==> src/rtl/tcma_pkg.sv <==
`default_nettype none

package tcma_pkg;

	localparam int ORDER_W   = 11;
	localparam int COUNT_W   = 16;
	localparam int MODE_W    = 2;
	localparam int ROW_W     = 10;
	localparam int FRAC_BITS = 12;
	localparam int PADDR_W   = 5;
	localparam int PDATA_W   = 32;

	localparam int FIFO_DEPTH = 16;
	localparam int FIFO_AW    = 4;
	localparam int CREDIT_W   = FIFO_AW + 1;

	// Position of each component inside one stored coefficient row.
	localparam int F_SUP_IM  = 0;
	localparam int F_SUP_RE  = 1;
	localparam int F_DIAG_IM = 2;
	localparam int F_DIAG_RE = 3;
	localparam int F_SUB_IM  = 4;
	localparam int F_SUB_RE  = 5;
	localparam int N_FIELDS  = 6;

	localparam logic [MODE_W-1:0] TM_PLAIN = 2'd0;
	localparam logic [MODE_W-1:0] TM_TRANS = 2'd1;
	localparam logic [MODE_W-1:0] TM_CONJ  = 2'd2;
	localparam logic [MODE_W-1:0] TM_NONE  = 2'd3;

	localparam logic [MODE_W-1:0] AM_ZERO  = 2'd0;
	localparam logic [MODE_W-1:0] AM_PLUS  = 2'd1;
	localparam logic [MODE_W-1:0] AM_MINUS = 2'd2;

	localparam logic [MODE_W-1:0] BM_ZERO  = 2'd0;
	localparam logic [MODE_W-1:0] BM_ONE   = 2'd1;
	localparam logic [MODE_W-1:0] BM_MINUS = 2'd2;

	localparam logic [0:0] CMD_LOAD = 1'b0;
	localparam logic [0:0] CMD_DATA = 1'b1;

	typedef enum logic [2:0] {
		REG_ORDER  = 3'd0,
		REG_COUNT  = 3'd1,
		REG_TRANS  = 3'd2,
		REG_ALPHA  = 3'd3,
		REG_BETA   = 3'd4
	} reg_idx_t;

	typedef struct packed {
		logic             valid;
		logic             emit_a;
		logic             emit_b;
		logic             eom;
		logic [ROW_W-1:0] row;
	} ctrl_t;

	typedef struct packed {
		logic item;
		logic push_a;
		logic push_b;
	} push_t;

endpackage

`default_nettype wire

==> src/rtl/tcma_result_fifo.sv <==
`default_nettype none

module tcma_result_fifo #(
	parameter int DW = 45
) (
	input  logic          clk,
	input  logic          arst_n,
	input  logic          push_a,
	input  logic          push_b,
	input  logic [DW-1:0] data_a,
	input  logic [DW-1:0] data_b,
	output logic          out_valid,
	input  logic          out_ready,
	output logic [DW-1:0] rdata
);

	import tcma_pkg::*;

	logic [DW-1:0]      mem_q [FIFO_DEPTH];
	logic [FIFO_AW-1:0] wp_q;
	logic [FIFO_AW-1:0] wp_nx;
	logic [FIFO_AW-1:0] rp_q;
	logic [FIFO_AW:0]   cnt_q;
	logic [1:0]         npush;
	logic               pop;

	assign wp_nx     = wp_q + 1'b1;
	assign npush     = {1'b0, push_a} + {1'b0, push_b};
	assign out_valid = (cnt_q != '0);
	assign pop       = out_valid & out_ready;
	assign rdata     = mem_q[rp_q];

	// The earlier row of a pair always takes the first free slot.
	always_ff @(posedge clk) begin
		if (push_a | push_b) begin
			mem_q[wp_q] <= push_a ? data_a : data_b;
		end
		if (push_a & push_b) begin
			mem_q[wp_nx] <= data_b;
		end
	end

	always_ff @(posedge clk or negedge arst_n) begin
		if (!arst_n) begin
			wp_q  <= '0;
			rp_q  <= '0;
			cnt_q <= '0;
		end else begin
			wp_q  <= wp_q + FIFO_AW'(npush);
			rp_q  <= rp_q + FIFO_AW'(pop);
			cnt_q <= cnt_q + (FIFO_AW+1)'(npush) - (FIFO_AW+1)'(pop);
		end
	end

endmodule

`default_nettype wire

==> config.mk <==
export PLATFORM = sky130hd
export DESIGN_NAME = tcma_result_fifo
export DESIGN_NICKNAME = d
export VERILOG_FILES = /design/src/rtl/tcma_pkg.sv /design/src/rtl/tcma_result_fifo.sv
export SDC_FILE = /design/constraint.sdc
export NUM_CORES = 1
export LEC_CHECK = 0
export BUFFER_PORTS_ARGS = -buffer_cell sky130_fd_sc_hd__buf_2
export CAP_MARGIN = 20
export CORE_MARGIN = 2
export CORE_UTILIZATION = 30
export DETAILED_ROUTE_END_ITERATION = 7
export HOLD_SLACK_MARGIN = 0.1
export SYNTH_ARGS = -nofsm -noshare
export SYNTH_HDL_FRONTEND = slang
export SYNTH_SLANG_ARGS = --single-unit
==> constraint.sdc <==
create_clock -name clk -period 11.1 [get_ports clk]
set_clock_uncertainty 0.1 [all_clocks]
set_input_delay 0.555 -clock clk [delete_from_list [all_inputs] [get_ports clk]]
set_output_delay 0.555 -clock clk [all_outputs]
set_load 0.05 [all_outputs]
[Word level (Yosys, flattened, before mapping)]
Memories as Yosys holds them, arrays and structs flattened.
Cells that the tools add are included.
Operators by class
  $add $sub $neg: 6
  bitwise logic cells: 3
  muxes and demuxes: 5
  reductions and logical operators: 1
Operators with widths (number)
  45-bit two-way mux: 1
  5-bit by 2-bit adder with 5-bit output: 1
  5-bit nonzero test: 1
  5-bit by 1-bit subtractor with 5-bit output: 1
  4-bit by 1-bit adder with 4-bit output: 1
  4-bit by 1-bit adder with 4-bit output, second input constant: 1
  4-bit by 2-bit adder with 4-bit output: 1
  1-bit two-way mux: 4
  1-bit by 1-bit adder with 2-bit output: 1
  1-bit AND: 2
  1-bit OR: 1
Word-level totals
  RAM bits: 720
  input port bits: 95
  output and inout port bits: 46
  memories: 1
  register bits after elaboration: 13
Memory list
  mem_q: depth 16, bits a word 45, rd ports 1, clocked after memory_dff 0, write ports 2, RTL line tcma_result_fifo.sv:19  | logic [DW-1:0] mem_q [FIFO_DEPTH];

[Logic depth before layout (Yosys ltp)]
Gate-level depths: netlist of the first run.
  depth in word-level cells: 3
  depth in mapped cells: 13
  depth with buffers taken out: 12

[Worst setup path after synthesis of the first run]
Ideal clock, no wire load.
  kind: input -> register
  start: input push_a
  end: memory mem_q[8][0] (enable)
  required time: 10.428 ns
  library setup time: 0.572 ns
  setup slack: 4.435 ns
  data arrival time: 5.994 ns
  stages on the path: 5
  path through: buf_2 > buf_2 > inv_1 > ha_1 > o41ai_1
RTL lines
  from (decl): RTL line tcma_result_fifo.sv:8  | input logic push_a,
  to (decl): RTL line tcma_result_fifo.sv:19

[Worst setup path in the final report of the first run]
  start: register rp_q[0]
  end: output rdata[11]
Between the ends
  cells in the longest elaborated chain, start to end: 1
Ends and longest elaborated chain
  from (decl): RTL line tcma_result_fifo.sv:22  | logic [FIFO_AW-1:0] rp_q;
  from (signal assigned): RTL line tcma_result_fifo.sv:50  | rp_q <= rp_q + FIFO_AW'(pop);
  memory 16 x 45 bit
  to (decl): RTL line tcma_result_fifo.sv:14  | output logic [DW-1:0] rdata
Every way passes these cells.

==> flow_results.xml, run 1 <==
<?xml version="1.0" encoding="UTF-8"?>
<metrics>
  <group name="timing">
    <metric name="finalSetupViolations" unit="">0</metric>
    <metric name="grt_setup_unrepaired" unit="">false</metric>
    <metric name="worstMarginPinSlew" unit="ns">1.21</metric>
    <metric name="maxClockFrequency" unit="GHz">0.216</metric>
    <metric name="timing.final.hold_violations" unit="">0</metric>
    <metric name="slew_headroom" unit="">0.196</metric>
    <metric name="final_min_period_over_clock_period" unit="">0.417</metric>
    <metric name="layout_min_cycle_time" unit="ns">4.63</metric>
    <metric name="slew_viol_final" unit="">0</metric>
    <metric name="final_sum_of_negative_setup_slack" unit="ns">0</metric>
    <metric name="fin_worst_hold_slack" unit="ns">0.261</metric>
  </group>
  <group name="setup_path">
    <metric name="data_arrival_time_of_the_critical_path" unit="ns">3.98</metric>
    <metric name="crit_path_max_fanout" unit="">106</metric>
    <metric name="rrSetupSlack" unit="ns">7.71</metric>
    <metric name="critical_path.endpoint_type" unit="">output pin</metric>
    <metric name="start_kind" unit="">register</metric>
    <metric name="endpoint" unit="">rdata[11]</metric>
    <metric name="r2r-start" unit="">wp_q[3]$_DFF_PN0_</metric>
    <metric name="worst_r2r_endpoint" unit="">mem_q[13][1]$_DFFE_PP_</metric>
    <metric name="startpoint_to_endpoint_class_of_the_critical_path" unit="">register to output pin</metric>
    <metric name="worst-endpoint-required" unit="ns">10.45</metric>
    <metric name="worst_reg_to_reg_path_cell_count" unit="">3</metric>
    <metric name="timing.critical_path.from" unit="">rp_q[0]$_DFF_PN0_</metric>
  </group>
  <group name="logic_synthesis">
    <metric name="synthesis.yosys.warnings" unit="">0</metric>
    <metric name="synthTopCellsByArea" unit="">sky130_fd_sc_hd__edfxtp_1 60%, sky130_fd_sc_hd__mux4_2 14%, sky130_fd_sc_hd__a21oi_1 10%</metric>
    <metric name="yosys_register_bits" unit="">733</metric>
    <metric name="synth_largest_area_cell" unit="">sky130_fd_sc_hd__edfxtp_1</metric>
    <metric name="synth_top_cell_area_share" unit="">0.603</metric>
    <metric name="avgSynthCellArea" unit="sq um">12.4</metric>
    <metric name="mappedNetlistNets" unit="">3009</metric>
    <metric name="synth-async-reset-ratio" unit="">0.0177</metric>
    <metric name="syn_inst_count" unit="">2899</metric>
    <metric name="syn-cell-area" unit="sq um">35900</metric>
    <metric name="post_synth_edffs" unit="">720</metric>
    <metric name="synthDistinctLibCells" unit="">34</metric>
    <metric name="synthTopCellsByCount" unit="">736 x sky130_fd_sc_hd__nor2_1, 726 x sky130_fd_sc_hd__a21oi_1, 720 x sky130_fd_sc_hd__edfxtp_1</metric>
    <metric name="most_used_flip_flop_cell_after_synthesis" unit="">sky130_fd_sc_hd__edfxtp_1</metric>
    <metric name="yosys.cell_count.top_type" unit="">sky130_fd_sc_hd__nor2_1</metric>
    <metric name="yosysSeqAreaShare" unit="">0.612</metric>
  </group>
  <group name="global_route">
    <metric name="grt.overflow.total" unit="">0</metric>
    <metric name="grt_busiest_layer" unit="">met2</metric>
    <metric name="grt.met1_usage" unit="">0.247</metric>
    <metric name="grt_start_max_net_pins" unit="">107</metric>
    <metric name="global_route_met3_utilization" unit="">0.0343</metric>
    <metric name="grt_use_met2" unit="">0.306</metric>
    <metric name="wire_length_of_the_first_global_routing_pass" unit="mm">166</metric>
    <metric name="number_of_antenna_violations_at_the_first_check_in_global_routing" unit="">12</metric>
    <metric name="grtUsageTotal" unit="">0.186</metric>
    <metric name="vias_in_the_first_global_route" unit="">23600</metric>
  </group>
  <group name="power_and_ir_drop">
    <metric name="report.power.total" unit="W">0.0105</metric>
    <metric name="worst_ir_drop_vdd" unit="mV">0.217</metric>
    <metric name="power_density" unit="nW/um^2">259</metric>
    <metric name="power.leakage" unit="nW">13.9</metric>
  </group>
  <group name="min_path">
    <metric name="hold_path.class" unit="">input pin to asynchronous set/reset pin</metric>
  </group>
  <group name="detailed_routing">
    <metric name="post_drt_via_cell_ratio" unit="">5.42</metric>
    <metric name="drt-initial-drc-count" unit="">3528</metric>
    <metric name="routedWlPerCell" unit="um">25.8</metric>
    <metric name="routed-via-count" unit="">24100</metric>
    <metric name="drt_pass1_iterations" unit="">6</metric>
    <metric name="drc" unit="">0</metric>
    <metric name="detail-route-antenna-nets" unit="">0</metric>
    <metric name="drt-total-wl" unit="mm">115</metric>
  </group>
  <group name="outcome">
    <metric name="run_status" unit="">complete, no violations</metric>
  </group>
  <group name="cts">
    <metric name="total_cts_buffers" unit="">79</metric>
    <metric name="clock_tree_from_tritoncts" unit="">built</metric>
    <metric name="path_clk_slew" unit="ns">0.06</metric>
    <metric name="h-tree-depth" unit="">3</metric>
    <metric name="insertion_delay" unit="ns">0.67</metric>
    <metric name="post-cts-setup-buffer-count" unit="">0</metric>
    <metric name="ctsLongestPathBuffers" unit="">3</metric>
    <metric name="cts.sinks" unit="">733</metric>
    <metric name="cts_root_buffer" unit="">sky130_fd_sc_hd__clkbuf_16</metric>
  </group>
  <group name="floorplanning">
    <metric name="die_height" unit="um">350</metric>
    <metric name="die_x" unit="um">350</metric>
    <metric name="top_level_ports" unit="">141</metric>
    <metric name="core-area" unit="sq um">118000</metric>
    <metric name="die_area" unit="sq um">122000</metric>
    <metric name="initial_utilization" unit="">0.303</metric>
    <metric name="fp-row-count" unit="">126</metric>
  </group>
  <group name="placement">
    <metric name="placed_cells_incl_taps" unit="">4310</metric>
    <metric name="placement.cell_area" unit="sq um">38000</metric>
    <metric name="place_hpwl" unit="mm">61.3</metric>
    <metric name="port-buffer-count" unit="">140</metric>
    <metric name="finalWeightedCongestion" unit="">0.761</metric>
  </group>
  <group name="final_layout">
    <metric name="nets" unit="">2968</metric>
    <metric name="sequential_cell_area" unit="sq um">22000</metric>
    <metric name="drive_gt1_frac" unit="">0.205</metric>
    <metric name="filler_cells_inserted" unit="">11400</metric>
    <metric name="final_cell_count_no_fill" unit="">4453</metric>
    <metric name="layout.cell_area.non_filler" unit="sq um">40600</metric>
    <metric name="syn2layout_area_growth" unit="%">13.1</metric>
    <metric name="multiInputGateArea" unit="sq um">12700</metric>
  </group>
  <group name="flow_run">
    <metric name="cap_violations" unit="">0</metric>
  </group>
</metrics>
==> placed cells by master, fill, tap and decap left out, types with 4 or more instances in the layout <==
cell,netlist,final
sky130_fd_sc_hd__ha_1,13,13
sky130_fd_sc_hd__clkbuf_16,0,83
sky130_fd_sc_hd__mux4_2,223,223
sky130_fd_sc_hd__buf_4,0,85
sky130_fd_sc_hd__bufinv_16,0,9
sky130_fd_sc_hd__nor2_4,0,10
sky130_fd_sc_hd__mux2i_1,47,43
sky130_fd_sc_hd__xnor2_1,5,5
sky130_fd_sc_hd__mux2i_2,0,4
sky130_fd_sc_hd__dfrtp_1,13,9
sky130_fd_sc_hd__clkbuf_1,306,14
sky130_fd_sc_hd__nor2_1,736,726
sky130_fd_sc_hd__buf_2,21,139
sky130_fd_sc_hd__nand2_4,0,4
sky130_fd_sc_hd__clkinv_1,0,16
sky130_fd_sc_hd__nand2_1,10,6
sky130_fd_sc_hd__clkinv_2,0,9
sky130_fd_sc_hd__dfrtp_4,0,4
sky130_fd_sc_hd__a21oi_1,726,726
sky130_fd_sc_hd__edfxtp_1,720,720
sky130_fd_sc_hd__nand2b_4,0,4
sky130_fd_sc_hd__or2_4,0,4
sky130_fd_sc_hd__inv_1,15,15
==> flip-flops by register name, summed over array words and instances, names as in the netlist <==
| signal | count |
|---|---|
| mem_q | 720 |
| cnt_q | 5 |
| rp_q | 4 |
| wp_q | 4 |
==> per-layer routing <==
layer / wire length (um) / vias to the layer above
li1: - / 10600
met3: 11200 / 213
met4: 3630 / 12
met1: 44600 / 11900
met2: 55500 / 1417
met5: 74 / -
==> worst min-delay path by stage <==
stage	start	endpoint	slack, ns	depth (start not counted)
6_report	arst_n	cnt_q[3]$_DFF_PN0_	0.26	2
5_1_grt	arst_n	wp_q[1]$_DFF_PN0_	0.27	2
4_1_cts	arst_n	cnt_q[3]$_DFF_PN0_	0.24	2
3_5_place_dp	cnt_q[0]$_DFF_PN0_	cnt_q[0]$_DFF_PN0_	0.40	1
3_3_place_gp	cnt_q[0]$_DFF_PN0_	cnt_q[0]$_DFF_PN0_	0.39	1
2_1_floorplan	arst_n	cnt_q[0]$_DFF_PN0_	0.16	0
==> timing repair <==
item,CTS,global route
endpoints found under the setup margin,0,0
hold buffers,1,0
resized for setup,0,0
endpoints found under the hold margin,13,0
==> cell type report <==
cell class                      count  share of cell area
Clock buffer                       97              0.0525
Clock inverter                     40              0.0107
Tap cell                         1536              0.0474
Timing Repair Buffer              228              0.0347
Sequential cell                   733               0.541
Antenna cell                        3            0.000185
Multi-Input combinational cell   1801               0.312
Inverter                           15             0.00139
==> critical path, stage by stage (launching register included) <==
cell and delay, ns:
sky130_fd_sc_hd__dfrtp_4 1.03, sky130_fd_sc_hd__buf_12 0.69, sky130_fd_sc_hd__mux4_2 0.61, sky130_fd_sc_hd__mux4_2 0.60
sky130_fd_sc_hd__buf_2 0.26
==> power by group <==
| part | switching, W | internal [W] | leakage [nW] | total (W) |
|---|---|---|---|---|
| Sequential | 0.000338 | 0.00369 | 6.69 | 0.00402 |
| Combinational | 0.00240 | 0.00137 | 5.95 | 0.00377 |
| Clock | 0.00113 | 0.00157 | 1.25 | 0.00270 |
| Total | 0.00387 | 0.00662 | 13.9 | 0.0105 |
==> stage by stage <==
| stage | worst slack (ns) | utilization |
|---|---|---|
| after floorplan | 4.43 | - |
| after global placement | 7.01 | 0.321 |
| after detailed placement | 7.00 | 0.321 |
| after CTS | 6.28 | 0.343 |
| after global routing | 6.16 | 0.343 |
| final | 6.47 | 0.343 |
==> kinds of logic (layout without fill, tap and decap cells) <==
group,count (synthesis),count (layout),share of synthesized area
adders and majority gates,15,15,0.00565
buffers and inverters,365,380,0.0412
and+or+nand+nor,776,776,0.0834
AOI/OAI and AO/OA,732,732,0.103
xor gates and xnor gates,8,8,0.00195
muxes,270,270,0.153
DFF,733,733,0.612
other,0,3,0
Power figures use the tool's default switching activity.
==> run 2, diff against run 1 <==
- clock period: 11.1 -> 4.04 ns (I/O delays scaled with it)
==> run 2 against run 1 <==
Effect of this change:
- utilization grew 1.6 points
- sequential power grew to 2.7 times the previous value
- total power rose to 2.7 times the previous value
- die area unchanged
- combinational power rose to 2.9 times the previous value
- sequential share of layout area is 2.4 points lower
- final area increased by 4.6%
- first-iteration DRC count down 9.2%
- cell count increased by 4.0%
- clock power grew to 2.6 times the previous value
- highest routed layer unchanged
==> flow_results.xml, run 2 (synthesis gave the netlist of run 1 again) <==
<?xml version="1.0" encoding="UTF-8"?>
<metrics>
  <group name="power_and_ir_drop">
    <metric name="power.leakage" unit="nW">14.7</metric>
    <metric name="worst_ir_drop_vdd" unit="mV">0.391</metric>
    <metric name="report.power.total" unit="W">0.0289</metric>
    <metric name="power_density" unit="nW/um^2">680</metric>
  </group>
  <group name="detailed_routing">
    <metric name="drt-total-wl" unit="mm">109</metric>
    <metric name="detailed_routing_wirelength_on_met1" unit="mm">43.2</metric>
    <metric name="routed-via-count" unit="">24600</metric>
    <metric name="detail-route-antenna-nets" unit="">0</metric>
    <metric name="drt-initial-drc-count" unit="">3203</metric>
    <metric name="post_drt_via_cell_ratio" unit="">5.32</metric>
    <metric name="highest_signal_layer_in_the_routed_design" unit="">met5</metric>
    <metric name="routedWlPerCell" unit="um">23.6</metric>
    <metric name="met3WireLength" unit="mm">9.44</metric>
    <metric name="drc" unit="">0</metric>
    <metric name="drt_pass1_iterations" unit="">5</metric>
    <metric name="detailroute.wirelength.met2" unit="mm">53.8</metric>
  </group>
  <group name="cts">
    <metric name="clock_tree_from_tritoncts" unit="">built</metric>
    <metric name="h-tree-depth" unit="">3</metric>
    <metric name="path_clk_slew" unit="ns">0.06</metric>
    <metric name="cts.sinks" unit="">733</metric>
    <metric name="post-cts-setup-buffer-count" unit="">0</metric>
    <metric name="total_cts_buffers" unit="">79</metric>
    <metric name="post_cts_resized" unit="">0</metric>
    <metric name="cts.hold.buffers_added" unit="">140</metric>
    <metric name="ctsLongestPathBuffers" unit="">3</metric>
    <metric name="insertion_delay" unit="ns">0.65</metric>
    <metric name="cts_root_buffer" unit="">sky130_fd_sc_hd__clkbuf_16</metric>
  </group>
  <group name="timing">
    <metric name="worstMarginPinSlew" unit="ns">1.06</metric>
    <metric name="timing.final.hold_violations" unit="">0</metric>
    <metric name="slew_headroom" unit="">0.296</metric>
    <metric name="final_min_period_over_clock_period" unit="">0.899</metric>
    <metric name="maxClockFrequency" unit="GHz">0.275</metric>
    <metric name="slew_viol_final" unit="">0</metric>
    <metric name="finalSetupViolations" unit="">0</metric>
    <metric name="layout_min_cycle_time" unit="ns">3.63</metric>
    <metric name="grt_setup_unrepaired" unit="">false</metric>
  </group>
  <group name="outcome">
    <metric name="run_status" unit="">complete, no violations</metric>
  </group>
  <group name="setup_path">
    <metric name="startpoint_to_endpoint_class_of_the_critical_path" unit="">register to output pin</metric>
    <metric name="crit_path_max_fanout" unit="">28</metric>
    <metric name="worst-endpoint-required" unit="ns">3.74</metric>
    <metric name="start_kind" unit="">register</metric>
    <metric name="critical_path.endpoint_type" unit="">output pin</metric>
    <metric name="data_arrival_time_of_the_critical_path" unit="ns">3.33</metric>
  </group>
  <group name="global_route">
    <metric name="grtUsageTotal" unit="">0.178</metric>
    <metric name="vias_in_the_first_global_route" unit="">24000</metric>
    <metric name="wire_length_of_the_first_global_routing_pass" unit="mm">161</metric>
    <metric name="grt.overflow.total" unit="">0</metric>
    <metric name="grt_start_max_net_pins" unit="">91</metric>
    <metric name="number_of_antenna_violations_at_the_first_check_in_global_routing" unit="">7</metric>
  </group>
  <group name="final_layout">
    <metric name="flip_flop_count_of_the_largest_register_all_copies_and_words_added" unit="">720</metric>
    <metric name="layout.cell_area.non_filler" unit="sq um">42400</metric>
    <metric name="largest_registers" unit="">mem_q x720, cnt_q x5</metric>
    <metric name="final_core_utilization" unit="">0.359</metric>
    <metric name="nets" unit="">3143</metric>
    <metric name="drive_gt1_frac" unit="">0.206</metric>
    <metric name="syn2layout_area_growth" unit="%">18.3</metric>
    <metric name="layout.cells.most_common_list" unit="">726 x sky130_fd_sc_hd__nor2_1, 726 x sky130_fd_sc_hd__a21oi_1, 720 x sky130_fd_sc_hd__edfxtp_1</metric>
    <metric name="regMostFlops" unit="">mem_q</metric>
  </group>
  <group name="placement">
    <metric name="placement.cell_area" unit="sq um">38500</metric>
    <metric name="finalWeightedCongestion" unit="">0.749</metric>
    <metric name="port-buffer-count" unit="">140</metric>
    <metric name="place_hpwl" unit="mm">61.6</metric>
  </group>
  <group name="min_path">
    <metric name="hold_path.class" unit="">input pin to register</metric>
  </group>
  <group name="floorplanning">
    <metric name="die_x" unit="um">350</metric>
    <metric name="die_height" unit="um">350</metric>
    <metric name="initial_utilization" unit="">0.303</metric>
    <metric name="core-area" unit="sq um">118000</metric>
    <metric name="top_level_ports" unit="">141</metric>
    <metric name="fp-row-count" unit="">126</metric>
    <metric name="die_area" unit="sq um">122000</metric>
  </group>
  <group name="flow_run">
    <metric name="cap_violations" unit="">0</metric>
  </group>
</metrics>
==> run 2: path summary, 6_finish.rpt <==
| check | start | endpoint | slack, ns | cells after the start |
|---|---|---|---|---|
| setup / recovery | rp_q[0]$_DFF_PN0_ | rdata[11] | 0.41 | 4 |
| hold / removal | push_a | wp_q[1]$_DFF_PN0_ | 0.30 | 5 |
| setup reg to reg | wp_q[2]$_DFF_PN0_ | mem_q[5][40]$_DFFE_PP_ | 0.58 | 7 |
| hold reg to reg | cnt_q[0]$_DFF_PN0_ | cnt_q[0]$_DFF_PN0_ | 0.40 | 1 |
| max in group asynchronous | arst_n | rp_q[0]$_DFF_PN0_ | 2.76 | 3 |
| min in group asynchronous | arst_n | cnt_q[1]$_DFF_PN0_ | 0.63 | 3 |
==> run 2: through the flow <==
step	hold slack [ns]	cells	setup TNS (ns)	setup slack [ns]
global placement	0.0183	4344	0	0.929
global route	0.331	4632	0	0.278
floorplan	-0.194	2899	-5.46	-0.121
detailed placement	0.00952	4347	0	0.992
finish	0.304	4633	0	0.407
CTS	0.237	4631	0	0.313
==> run 2: final cells by class <==
class | instances | area, sq um
inverters | 15 | 56.3
well taps | 1536 | 1920
clock buffers | 107 | 2150
diodes | 1 | 2.50
repair buffers | 403 | 3310
flip-flops and latches | 733 | 22000
clock inverters | 37 | 324
fillers | 11300 | 75800
multi-input cells | 1801 | 12700
==> run 2: worst max-delay path, cell delays in order, from the launching register on <==
cell                      delay, ns
sky130_fd_sc_hd__dfrtp_4       0.89
sky130_fd_sc_hd__buf_4         0.36
sky130_fd_sc_hd__mux4_2        0.53
sky130_fd_sc_hd__mux4_2        0.60
sky130_fd_sc_hd__buf_2         0.26
==> run 2: layer usage <==
| layer | vias up | GRT usage |
|---|---|---|
| li1 | 10900 | - |
| met1 | 12200 | 0.239 |
| met2 | 1296 | 0.300 |
| met3 | 183 | 0.0208 |
| met4 | 8 | 0.0559 |
| met5 | - | 0 |
==> run 2: power by group <==
group	leakage, nW	internal (W)	total, W	switching (W)
registers	6.69	0.0101	0.0109	0.000749
clock network	1.21	0.00396	0.00705	0.00309
logic	6.82	0.00413	0.0109	0.00680
